==> config.mk <==
export PLATFORM = sky130hd
export DESIGN_NAME = threshold_triggered_ahr_envelope
export DESIGN_NICKNAME = d
export VERILOG_FILES = /design/src/rtl/core/ttahr_pkg.sv /design/src/rtl/core/ttahr_cfg_regs.sv /design/src/rtl/core/ttahr_trigger.sv /design/src/rtl/core/ttahr_step.sv /design/src/rtl/core/threshold_triggered_ahr_envelope.sv
export SDC_FILE = /design/constraint.sdc
export NUM_CORES = 1
export LEC_CHECK = 0
export ABC_CLOCK_PERIOD_IN_PS = 29100
export BUFFER_PORTS_ARGS = -buffer_cell sky130_fd_sc_hd__clkbuf_2
export CAP_MARGIN = 20
export CELL_PAD_IN_SITES_DETAIL_PLACEMENT = 0
export CELL_PAD_IN_SITES_GLOBAL_PLACEMENT = 1
export CORE_MARGIN = 4
export CORE_UTILIZATION = 53
export DETAILED_ROUTE_END_ITERATION = 6
export PLACE_DENSITY_LB_ADDON = 0.1
export SLEW_MARGIN = 40
export SYNTH_ARGS = -nofsm -noshare
export SYNTH_HDL_FRONTEND = slang
export SYNTH_HIERARCHICAL = 1
export SYNTH_SLANG_ARGS = --single-unit
export TNS_END_PERCENT = 1
==> constraint.sdc <==
create_clock -name clk -period 29.1 [get_ports clk]
set_input_delay 2.91 -clock clk [delete_from_list [all_inputs] [get_ports clk]]
set_output_delay 2.91 -clock clk [all_outputs]
set_load 0.1 [all_outputs]
==> src/rtl/core/ttahr_pkg.sv <==
// Shared types and constants for the threshold-triggered attack-hold-release envelope.
package ttahr_pkg;

  // Fixed field widths.
  localparam int LEVEL_W     = 16;
  localparam int COEFF_W     = 16;
  localparam int THRESH_W    = 16;
  localparam int HOLD_CFG_W  = 24;
  localparam int CFG_DATA_W  = 24;
  localparam int CFG_INDEX_W = 4;
  localparam int PHASE_W     = 2;

  // Envelope phases.
  localparam logic [PHASE_W-1:0] PH_IDLE    = 2'd0;
  localparam logic [PHASE_W-1:0] PH_ATTACK  = 2'd1;
  localparam logic [PHASE_W-1:0] PH_HOLD    = 2'd2;
  localparam logic [PHASE_W-1:0] PH_RELEASE = 2'd3;

  // Register indexes on the configuration port.
  localparam logic [CFG_INDEX_W-1:0] REG_THRESHOLD = 4'd0;
  localparam logic [CFG_INDEX_W-1:0] REG_ATTACK    = 4'd1;
  localparam logic [CFG_INDEX_W-1:0] REG_RELEASE   = 4'd2;
  localparam logic [CFG_INDEX_W-1:0] REG_HOLD      = 4'd3;

  // Level constants, Q1.15 unsigned.
  localparam logic [LEVEL_W-1:0] FULL_LEVEL    = 16'd32768;
  localparam logic [LEVEL_W-1:0] ATTACK_DONE   = 16'd32735;
  localparam logic [LEVEL_W-1:0] RELEASE_FLOOR = 16'd33;

  // Register reset values.
  localparam logic [THRESH_W-1:0]   THRESHOLD_RESET = 16'd32768;
  localparam logic [COEFF_W-1:0]    COEFF_RESET     = 16'd65535;
  localparam logic [HOLD_CFG_W-1:0] HOLD_RESET      = 24'd0;

  typedef struct packed {
    logic [THRESH_W-1:0]   threshold_level;
    logic [COEFF_W-1:0]    attack_coeff;
    logic [COEFF_W-1:0]    release_coeff;
    logic [HOLD_CFG_W-1:0] hold_length;
  } cfg_t;

  typedef struct packed {
    logic [PHASE_W-1:0] phase;
    logic [LEVEL_W-1:0] level;
    logic               active;
  } env_state_t;

endpackage

==> src/rtl/core/ttahr_cfg_regs.sv <==
// Configuration register bank of the envelope block.
module ttahr_cfg_regs (
  input  logic                                clk,
  input  logic                                rst,
  input  logic                                cfg_we,
  input  logic [ttahr_pkg::CFG_INDEX_W-1:0]   cfg_index,
  input  logic [ttahr_pkg::CFG_DATA_W-1:0]    cfg_data,
  output ttahr_pkg::cfg_t                     cfg
);

  ttahr_pkg::cfg_t cfg_next;

  always_comb begin
    cfg_next = cfg;
    if (cfg_we) begin
      unique case (cfg_index)
        ttahr_pkg::REG_THRESHOLD:
          cfg_next.threshold_level = cfg_data[ttahr_pkg::THRESH_W-1:0];
        ttahr_pkg::REG_ATTACK:
          cfg_next.attack_coeff = cfg_data[ttahr_pkg::COEFF_W-1:0];
        ttahr_pkg::REG_RELEASE:
          cfg_next.release_coeff = cfg_data[ttahr_pkg::COEFF_W-1:0];
        ttahr_pkg::REG_HOLD:
          cfg_next.hold_length = cfg_data[ttahr_pkg::HOLD_CFG_W-1:0];
        default: begin
          // Writes to unused indexes are dropped.
          cfg_next = cfg;
        end
      endcase
    end
  end

  always_ff @(posedge clk) begin
    if (rst) begin
      cfg.threshold_level <= ttahr_pkg::THRESHOLD_RESET;
      cfg.attack_coeff    <= ttahr_pkg::COEFF_RESET;
      cfg.release_coeff   <= ttahr_pkg::COEFF_RESET;
      cfg.hold_length     <= ttahr_pkg::HOLD_RESET;
    end else begin
      cfg <= cfg_next;
    end
  end

endmodule

==> src/rtl/core/ttahr_trigger.sv <==
// Sample magnitude and threshold compare that produce the trigger flag.
module ttahr_trigger #(
  parameter int SAMPLE_WIDTH = 16
) (
  input  logic signed [SAMPLE_WIDTH-1:0]   sample,
  input  logic [ttahr_pkg::THRESH_W-1:0]   threshold_level,
  output logic                             trig
);

  localparam int CMP_W = (SAMPLE_WIDTH > ttahr_pkg::THRESH_W) ? SAMPLE_WIDTH
                                                              : ttahr_pkg::THRESH_W;

  logic [SAMPLE_WIDTH-1:0] sample_u;
  logic [SAMPLE_WIDTH-1:0] sample_neg;
  logic [SAMPLE_WIDTH-1:0] magnitude;
  logic [CMP_W-1:0]        mag_ext;
  logic [CMP_W-1:0]        thr_ext;

  // The full-scale negative value keeps its magnitude as an unsigned number.
  assign sample_u   = sample;
  assign sample_neg = ~sample_u + {{(SAMPLE_WIDTH-1){1'b0}}, 1'b1};
  assign magnitude  = sample_u[SAMPLE_WIDTH-1] ? sample_neg : sample_u;
  assign mag_ext    = CMP_W'(magnitude);
  assign thr_ext    = CMP_W'(threshold_level);
  assign trig       = (mag_ext > thr_ext);

endmodule

==> src/rtl/core/ttahr_step.sv <==
// Next-state logic of the envelope: trigger handling, phase update and level arithmetic.
module ttahr_step #(
  parameter int HOLD_WIDTH = 24
) (
  input  ttahr_pkg::cfg_t         cfg,
  input  ttahr_pkg::env_state_t   st,
  input  logic [HOLD_WIDTH-1:0]   hold_count,
  input  logic                    trig,
  output ttahr_pkg::env_state_t   st_next,
  output logic [HOLD_WIDTH-1:0]   hold_count_next
);

  localparam int HOLD_EXT_W = (HOLD_WIDTH > ttahr_pkg::HOLD_CFG_W) ? HOLD_WIDTH
                                                                   : ttahr_pkg::HOLD_CFG_W;

  logic [HOLD_EXT_W-1:0]             hold_ext;
  logic [HOLD_WIDTH-1:0]             hold_reload;
  logic [ttahr_pkg::PHASE_W-1:0]     phase_trig;
  logic [HOLD_WIDTH-1:0]             hold_trig;
  logic [HOLD_WIDTH-1:0]             hold_dec;
  logic                              active_trig;
  logic [ttahr_pkg::LEVEL_W-1:0]     gap;
  logic [ttahr_pkg::COEFF_W-1:0]     mul_a;
  logic [ttahr_pkg::LEVEL_W-1:0]     mul_b;
  logic [ttahr_pkg::COEFF_W+ttahr_pkg::LEVEL_W-1:0] product;
  logic [ttahr_pkg::LEVEL_W-1:0]     prod_hi;
  logic [ttahr_pkg::LEVEL_W:0]       attack_sum;
  logic [ttahr_pkg::LEVEL_W-1:0]     release_diff;

  assign hold_ext    = HOLD_EXT_W'(cfg.hold_length);
  assign hold_reload = hold_ext[HOLD_WIDTH-1:0];

  // A trigger reloads the hold counter and restarts attack from idle or release.
  always_comb begin
    phase_trig  = st.phase;
    hold_trig   = hold_count;
    active_trig = st.active;
    if (trig) begin
      active_trig = 1'b1;
      hold_trig   = hold_reload;
      if ((st.phase == ttahr_pkg::PH_IDLE) || (st.phase == ttahr_pkg::PH_RELEASE)) begin
        phase_trig = ttahr_pkg::PH_ATTACK;
      end
    end
  end

  // One multiplier serves both attack and release.
  assign gap     = (st.level < ttahr_pkg::FULL_LEVEL) ? (ttahr_pkg::FULL_LEVEL - st.level)
                                                      : '0;
  assign mul_a   = (phase_trig == ttahr_pkg::PH_ATTACK) ? cfg.attack_coeff : cfg.release_coeff;
  assign mul_b   = (phase_trig == ttahr_pkg::PH_ATTACK) ? gap : st.level;
  assign product = mul_a * mul_b;
  assign prod_hi = product[ttahr_pkg::COEFF_W+ttahr_pkg::LEVEL_W-1:ttahr_pkg::COEFF_W];

  assign attack_sum   = {1'b0, st.level} + {1'b0, prod_hi};
  assign release_diff = (prod_hi <= st.level) ? (st.level - prod_hi) : '0;
  assign hold_dec     = (hold_trig != '0) ? (hold_trig - {{(HOLD_WIDTH-1){1'b0}}, 1'b1})
                                          : hold_trig;

  always_comb begin
    st_next.phase   = phase_trig;
    st_next.level   = st.level;
    st_next.active  = active_trig;
    hold_count_next = hold_trig;
    unique case (phase_trig)
      ttahr_pkg::PH_IDLE: begin
        st_next.level = '0;
      end
      ttahr_pkg::PH_ATTACK: begin
        if (attack_sum >= {1'b0, ttahr_pkg::ATTACK_DONE}) begin
          st_next.level = ttahr_pkg::FULL_LEVEL;
          st_next.phase = ttahr_pkg::PH_HOLD;
        end else begin
          st_next.level = attack_sum[ttahr_pkg::LEVEL_W-1:0];
        end
      end
      ttahr_pkg::PH_HOLD: begin
        st_next.level   = ttahr_pkg::FULL_LEVEL;
        hold_count_next = hold_dec;
        if ((hold_dec == '0) && !trig) begin
          st_next.phase = ttahr_pkg::PH_RELEASE;
        end
      end
      default: begin
        if (release_diff < ttahr_pkg::RELEASE_FLOOR) begin
          st_next.level  = '0;
          st_next.phase  = ttahr_pkg::PH_IDLE;
          st_next.active = 1'b0;
        end else begin
          st_next.level = release_diff;
        end
      end
    endcase
  end

endmodule

==> src/rtl/core/threshold_triggered_ahr_envelope.sv <==
// Top level of the threshold-triggered attack-hold-release envelope generator.
// An accepted transaction passes the input stage and then the result register.
// Throughput: one sample per cycle while out_ready is high; the envelope state loop
// closes through one 16 x 16 multiplier, so the next sample uses it at once.
// Reset (synchronous, active high) empties both stages, sets the envelope to idle
// with zero level and hold count, and loads the register reset values.
module threshold_triggered_ahr_envelope #(
  parameter int SAMPLE_WIDTH = 16,
  parameter int HOLD_WIDTH   = 24
) (
  input  logic                                   clk,
  input  logic                                   rst,
  // Sample channel.
  input  logic                                   in_valid,
  output logic                                   in_ready,
  input  logic signed [SAMPLE_WIDTH-1:0]         sample,
  // Result channel.
  output logic                                   out_valid,
  input  logic                                   out_ready,
  output logic [ttahr_pkg::LEVEL_W-1:0]          envelope,
  output logic [ttahr_pkg::PHASE_W-1:0]          phase,
  output logic                                   active,
  // Configuration write port.
  input  logic                                   cfg_we,
  input  logic [ttahr_pkg::CFG_INDEX_W-1:0]      cfg_index,
  input  logic [ttahr_pkg::CFG_DATA_W-1:0]       cfg_data
);

  ttahr_pkg::cfg_t       cfg;
  ttahr_pkg::env_state_t st;
  ttahr_pkg::env_state_t st_next;
  logic [HOLD_WIDTH-1:0] hold_count;
  logic [HOLD_WIDTH-1:0] hold_count_next;

  // Input stage: holds only the trigger decision of the accepted sample. The user must
  // not change the threshold while a transaction is in flight (the block does not enforce
  // it), so comparing at acceptance gives the same answer as comparing at the update.
  logic s1_valid;
  logic s1_trig;
  logic in_trig;

  // The input stage moves into the result register whenever that register is
  // empty or its transaction is being taken in this cycle.
  logic advance;

  assign advance  = s1_valid && (!out_valid || out_ready);
  assign in_ready = !s1_valid || advance;

  ttahr_cfg_regs u_cfg (
    .clk       (clk),
    .rst       (rst),
    .cfg_we    (cfg_we),
    .cfg_index (cfg_index),
    .cfg_data  (cfg_data),
    .cfg       (cfg)
  );

  ttahr_trigger #(
    .SAMPLE_WIDTH (SAMPLE_WIDTH)
  ) u_trigger (
    .sample          (sample),
    .threshold_level (cfg.threshold_level),
    .trig            (in_trig)
  );

  ttahr_step #(
    .HOLD_WIDTH (HOLD_WIDTH)
  ) u_step (
    .cfg             (cfg),
    .st              (st),
    .hold_count      (hold_count),
    .trig            (s1_trig),
    .st_next         (st_next),
    .hold_count_next (hold_count_next)
  );

  // Input stage register.
  always_ff @(posedge clk) begin
    if (rst) begin
      s1_valid <= 1'b0;
    end else if (in_ready) begin
      s1_valid <= in_valid;
    end
  end

  always_ff @(posedge clk) begin
    if (in_valid && in_ready) begin
      s1_trig <= in_trig;
    end
  end

  // Envelope state. It moves on exactly once per transaction, at the moment the
  // transaction enters the result register, so every result sees the state left
  // by the one before it.
  always_ff @(posedge clk) begin
    if (rst) begin
      st.phase   <= ttahr_pkg::PH_IDLE;
      st.level   <= '0;
      st.active  <= 1'b0;
      hold_count <= '0;
    end else if (advance) begin
      st         <= st_next;
      hold_count <= hold_count_next;
    end
  end

  // Result register. It keeps its transaction until the consumer takes it,
  // while a new sample may already wait in the input stage.
  always_ff @(posedge clk) begin
    if (rst) begin
      out_valid <= 1'b0;
    end else if (advance) begin
      out_valid <= 1'b1;
    end else if (out_ready) begin
      out_valid <= 1'b0;
    end
  end

  always_ff @(posedge clk) begin
    if (advance) begin
      envelope <= st_next.level;
      phase    <= st_next.phase;
      active   <= st_next.active;
    end
  end

`ifndef SYNTHESIS
  // The envelope is never above full level.
  assert property (@(posedge clk) disable iff (rst)
    out_valid |-> (envelope <= ttahr_pkg::FULL_LEVEL))
    else $error("envelope above full level");

  // An idle result carries zero level and a cleared active flag.
  assert property (@(posedge clk) disable iff (rst)
    (out_valid && (phase == ttahr_pkg::PH_IDLE)) |-> ((envelope == '0) && !active))
    else $error("idle result with non-zero level or active set");

  // Hold always reports full level.
  assert property (@(posedge clk) disable iff (rst)
    (out_valid && (phase == ttahr_pkg::PH_HOLD)) |-> (envelope == ttahr_pkg::FULL_LEVEL))
    else $error("hold result below full level");

  // The active flag is clear exactly when the envelope state is idle.
  assert property (@(posedge clk) disable iff (rst)
    (st.phase == ttahr_pkg::PH_IDLE) == !st.active)
    else $error("active flag disagrees with idle phase");

  // The state only changes when a transaction enters the result register.
  assert property (@(posedge clk) disable iff (rst)
    !$past(advance) && !$past(rst) |-> $stable(st))
    else $error("envelope state changed without a transaction");
`endif

endmodule

After elaboration in Yosys (flattened, before gate mapping)
Cells that the tools add are included.

Bits in registers: 137. Bits of input ports: 49.

Add/sub/neg operators: 5. Multiply operators: 1. $lt $le $gt $ge: 5. Eq/ne operators: 6. Muxes and demuxes: 22. Bitwise operators: 1. Reduce and logical (&&, ||, !) cells: 20.

Operators with widths (number): $mux 16 (7); $mux 24 (3); $pmux 16 s3 (1); $mul 16x16->32 (1); $logic_not 24->1 (1); $reduce_bool 24->1 (1); $sub 24x1->24 const B (1); $add 16x16->17 (1); $ge 17x15->1 const B (1); $add 16x1->16 const B (1); $gt 16x16->1 (1); $le 16x16->1 (1); $lt 16x16->1 const B (1); $lt 16x6->1 const B (1); $not 16->16 (1); $sub 16x16->16 (1); $sub 16x16->16 const A (1); $mux 2 (5); $eq 4x2->1 const B (2); $reduce_and 2->1 (4); $pmux 2 s3 (1); $mux 1 (5); $eq 2x2->1 const B (2); $eq 4x1->1 const B (1); 8 further kinds (15).

Depth between registers and ports, before layout
Depth in word-level cells: 12. Gate-level depth with buffers: 45. Mapped depth without buffers: 43.

By module
Netlist, hierarchy kept.

By module, submodules not included: ttahr_step (instances 1, cells each 1555, area an instance 12084.1 um^2, seq. area each 0.0 um^2); ttahr_cfg_regs (instances 1, cells each 283, area an instance 2924.1 um^2, seq. area each 1441.4 um^2); threshold_triggered_ahr_envelope (instances 1, cells each 216, area an instance 2608.8 um^2, seq. area each 1501.4 um^2); ttahr_trigger (instances 1, cells each 96, area an instance 710.7 um^2, seq. area each 0.0 um^2).

Least setup slack after synthesis
Ideal clock, no wire load.

Kind: reg-to-reg. Start: reg st[2] (netlist name). End: reg st[16] (netlist name). Setup time: 72 ps. Arrival: 10366 ps. Path slack: 18663 ps. Stages on the path, launching flop included: 41. Cell sequence: dfxtp_1 -> inv_1 -> ha_1 -> or3b_1 -> or3_1 -> or3_4 -> or3_1 -> or3_4 -> o21ai_0 -> nand2_1 -> o31ai_2 -> nand2_1 -> fa_1 -> inv_1 -> fa_1 -> fa_1 -> fa_1 -> fa_1 -> [... 5 more ...] -> a21oi_1 -> nor2b_1 -> or4_1 -> a21oi_1 -> nor2_1 -> a21o_1 -> xor2_1 -> ha_1 -> or3_1 -> a31oi_1 -> o21ai_1 -> a2111oi_0 -> o31ai_1 -> a21oi_1 -> nand2_1 -> o221ai_1 -> nand2b_1 -> mux2i_1.

==> out/results.tsv <==
metric	value	unit
largest net degree at the start of global routing	118	
DRT Pass-1 Iters	5	
hold_sp	u_cfg/cfg[65]$_SDFFE_PP0P_	
Reg-to-Reg End	st[7]$_SDFFE_PP0P_	
Post-synth top cells	inv_1 (278), nor2_1 (226), nand2_1 (221), fa_1 (195), nand2b_1 (164)	
Synth area leader	fa_1	
register bit total from synthesis	137	
pre-CTS WS	16.60	ns
Antenna diodes	0	
unrepaired setup endpoints after global routing	no	
worst slew pin tran	0.861	ns
Net Count, Synth	2552	
Post-synth EDFFs	20	
port buffer count	69	
Distinct cells, synth	86	
min Tclk post-route	12.67	ns
antenna violations before repair	0	
CP Class	reg2reg	
worst hold slack	0.484	ns
Final period util	43.6	%
CTS tree	built	
Worst Skew	0.0156	ns
CP dominant cell by count	fa_1	
share of the synthesized area in the top cell type	21.3	%
vias per cell	5.62	
origin of the critical flop-to-flop path	st[2]$_SDFFE_PP0P_	
nets@finish	2585	
H-Tree Depth	4	
core box area	33800	um2
Setup Fix Bufs, Post-CTS	0	
vias in the first global route	14800	
startpoint types	flop	
Die W	194	um
drt initial violations	1028	
hold buffer count at cts	0	
CP max FO	13	
Slew Viols, Final	0	
Starting Density	54.2	%
Async SR Flop Fraction	0	%
clock root buffer	clkbuf_16	
Synth Area per Inst	8.52	um2
All-Layer GR Usage	26.3	%
first-pass GRT wire length	79700	um
Final Wtd Congestion	0.870	
CP endpoint kind	flop	
total CTS buffers	17	
worst min path class	reg2reg	
row count	67	
Finish-stage setup viols	0	
Max Root-Sink Buffers	2	
maxcap violations	0	
prevailing post-synth register cell	dfxtp_1	
proportion of layout cells with a drive suffix above 1	7.70	%
Post-Route WL	49500	um
Final ANT Viol Nets	0	
CP max-delay cell	nand2_1	
mapped cell area	18300	um2
Clk Latency, worst-skew pair	0.45	ns
sequential element share of the synthesized area	16.1	%
die area	37600	um2
Final Hold Fails	0	
Worst EP required	29.40	ns
total gr overflow	0	
synthesis-to-layout area growth	7.23	%
DR vias	14900	
post-CTS resize count	0	
DRC viols	0	
top post-synthesis cells by area	fa_1 (21%), dfxtp_1 (13%), ha_1 (11%)	
Hold Crit Depth	2	
Final Util	58.2	%
WP data arrival	12.97	ns
DP HPWL	39400	um
Gate Count Post-Synth	2150	
drt wl/cell	18.7	um
status	finished, final reports clean	
top-count cell post-synth	inv_1	
clock-pin slew on the worst setup and hold paths	0.06	ns
final setup TNS	0	ns
Hold EP	u_cfg/cfg[65]$_SDFFE_PP0P_	
Worst Reg-to-Reg Cells	40	
CTS sink count	137	
delay of the slowest critical-path stage	0.65	ns
IO Pins	70	
fmax	78.9	MHz
R2R Setup Slk	16.43	ns
Die H	194	um
final setup margin	16.43	ns
Slew HR	42.6	%
Ys Warns	6	
routing by layer:
layer,global-route usage [%],vias to the layer above,part of all wire (%)
met5,0,-,0
li1,-,7116,-
met4,7.40,0,2.4
met3,3.93,72,6.4
met1,36.7,7222,45
met2,43.0,456,46
critical path, delay by kind of cell (launching register included):
family | cells | cell delay [ns]
AND/OR/NAND/NOR | 15 | 4.98
flip-flops | 1 | 0.36
XOR/XNOR | 2 | 0.22
AO/OA/AOI/OAI | 9 | 2.48
multiplexers | 1 | 0.07
adder cells (fa/ha/maj) | 9 | 4.02
buffers and inverters | 4 | 0.36
kinds of logic after synthesis:
group,after synthesis,share of synthesized area [%]
flip-flops,137,16.1
multiplexers,156,8.55
AO/OA/AOI/OAI,242,8.90
buffers and inverters,356,7.83
XOR/XNOR,89,4.25
AND/OR/NAND/NOR,817,22.3
adder cells (fa/ha/maj),353,32.1
worst max-delay path by stage:
stage / startpoint / endpoint / slack, ns / cells after the start
after detailed placement: st[2]$_SDFFE_PP0P_ / st[15]$_SDFFE_PP0P_ / 16.60 / 40
after CTS: st[2]$_SDFFE_PP0P_ / st[15]$_SDFFE_PP0P_ / 16.56 / 40
after floorplan: st[2]$_SDFFE_PP0P_ / st[16]$_SDFFE_PP0P_ / 18.66 / 40
after global routing: st[2]$_SDFFE_PP0P_ / st[11]$_SDFFE_PP0P_ / 15.80 / 40
after global placement: st[2]$_SDFFE_PP0P_ / st[15]$_SDFFE_PP0P_ / 16.79 / 40
final: st[2]$_SDFFE_PP0P_ / st[7]$_SDFFE_PP0P_ / 16.43 / 40
per-stage QoR:
stage / std cells / cell area (um2)
finish: 2644 / 19700
global route: 2644 / 19700
CTS: 2644 / 19600
detailed placement: 2612 / 19000
global placement: 2612 / 19000
floorplan: 2150 / 18300
flip-flops by register name, summed over array words and instances, names as in the netlist:
name        flops
envelope       16
phase           2
u_cfg/cfg      72
active          1
hold_count     24
st             19
out_valid       1
s1_trig         1
s1_valid        1
layout by cell type (no fill, tap or decap), drive strengths merged, types with 8 or more instances in the layout:
master,count
fa,195
nor4b,8
or3,24
dfxtp,117
a21o,18
buf,23
nor3b,12
xor2,38
nor3,37
inv,281
o21bai,9
edfxtp,20
ha,158
nand4,13
mux2i,154
clkbuf,91
a31oi,9
xnor2,51
nor4,10
and2,18
o21ai,53
or2,8
o31ai,14
a211oi,9
nand2b,165
a21oi,60
nand3,25
or4,8
o31a,9
nor2,226
nor2b,26
nand2,222
cell type report:
| cell class | count | area [um2] |
|---|---|---|
| clock buffers | 23 | 522 |
| clock inverters | 9 | 80.1 |
| fillers | 3138 | 14100 |
| inverters | 279 | 1050 |
| multi-input cells | 1657 | 14000 |
| flip-flops and latches | 137 | 2940 |
| well taps | 448 | 561 |
| repair buffers | 91 | 520 |
Power is not shown: default switching activity piles up to over one toggle a cycle in this logic, so the estimate is an artifact.
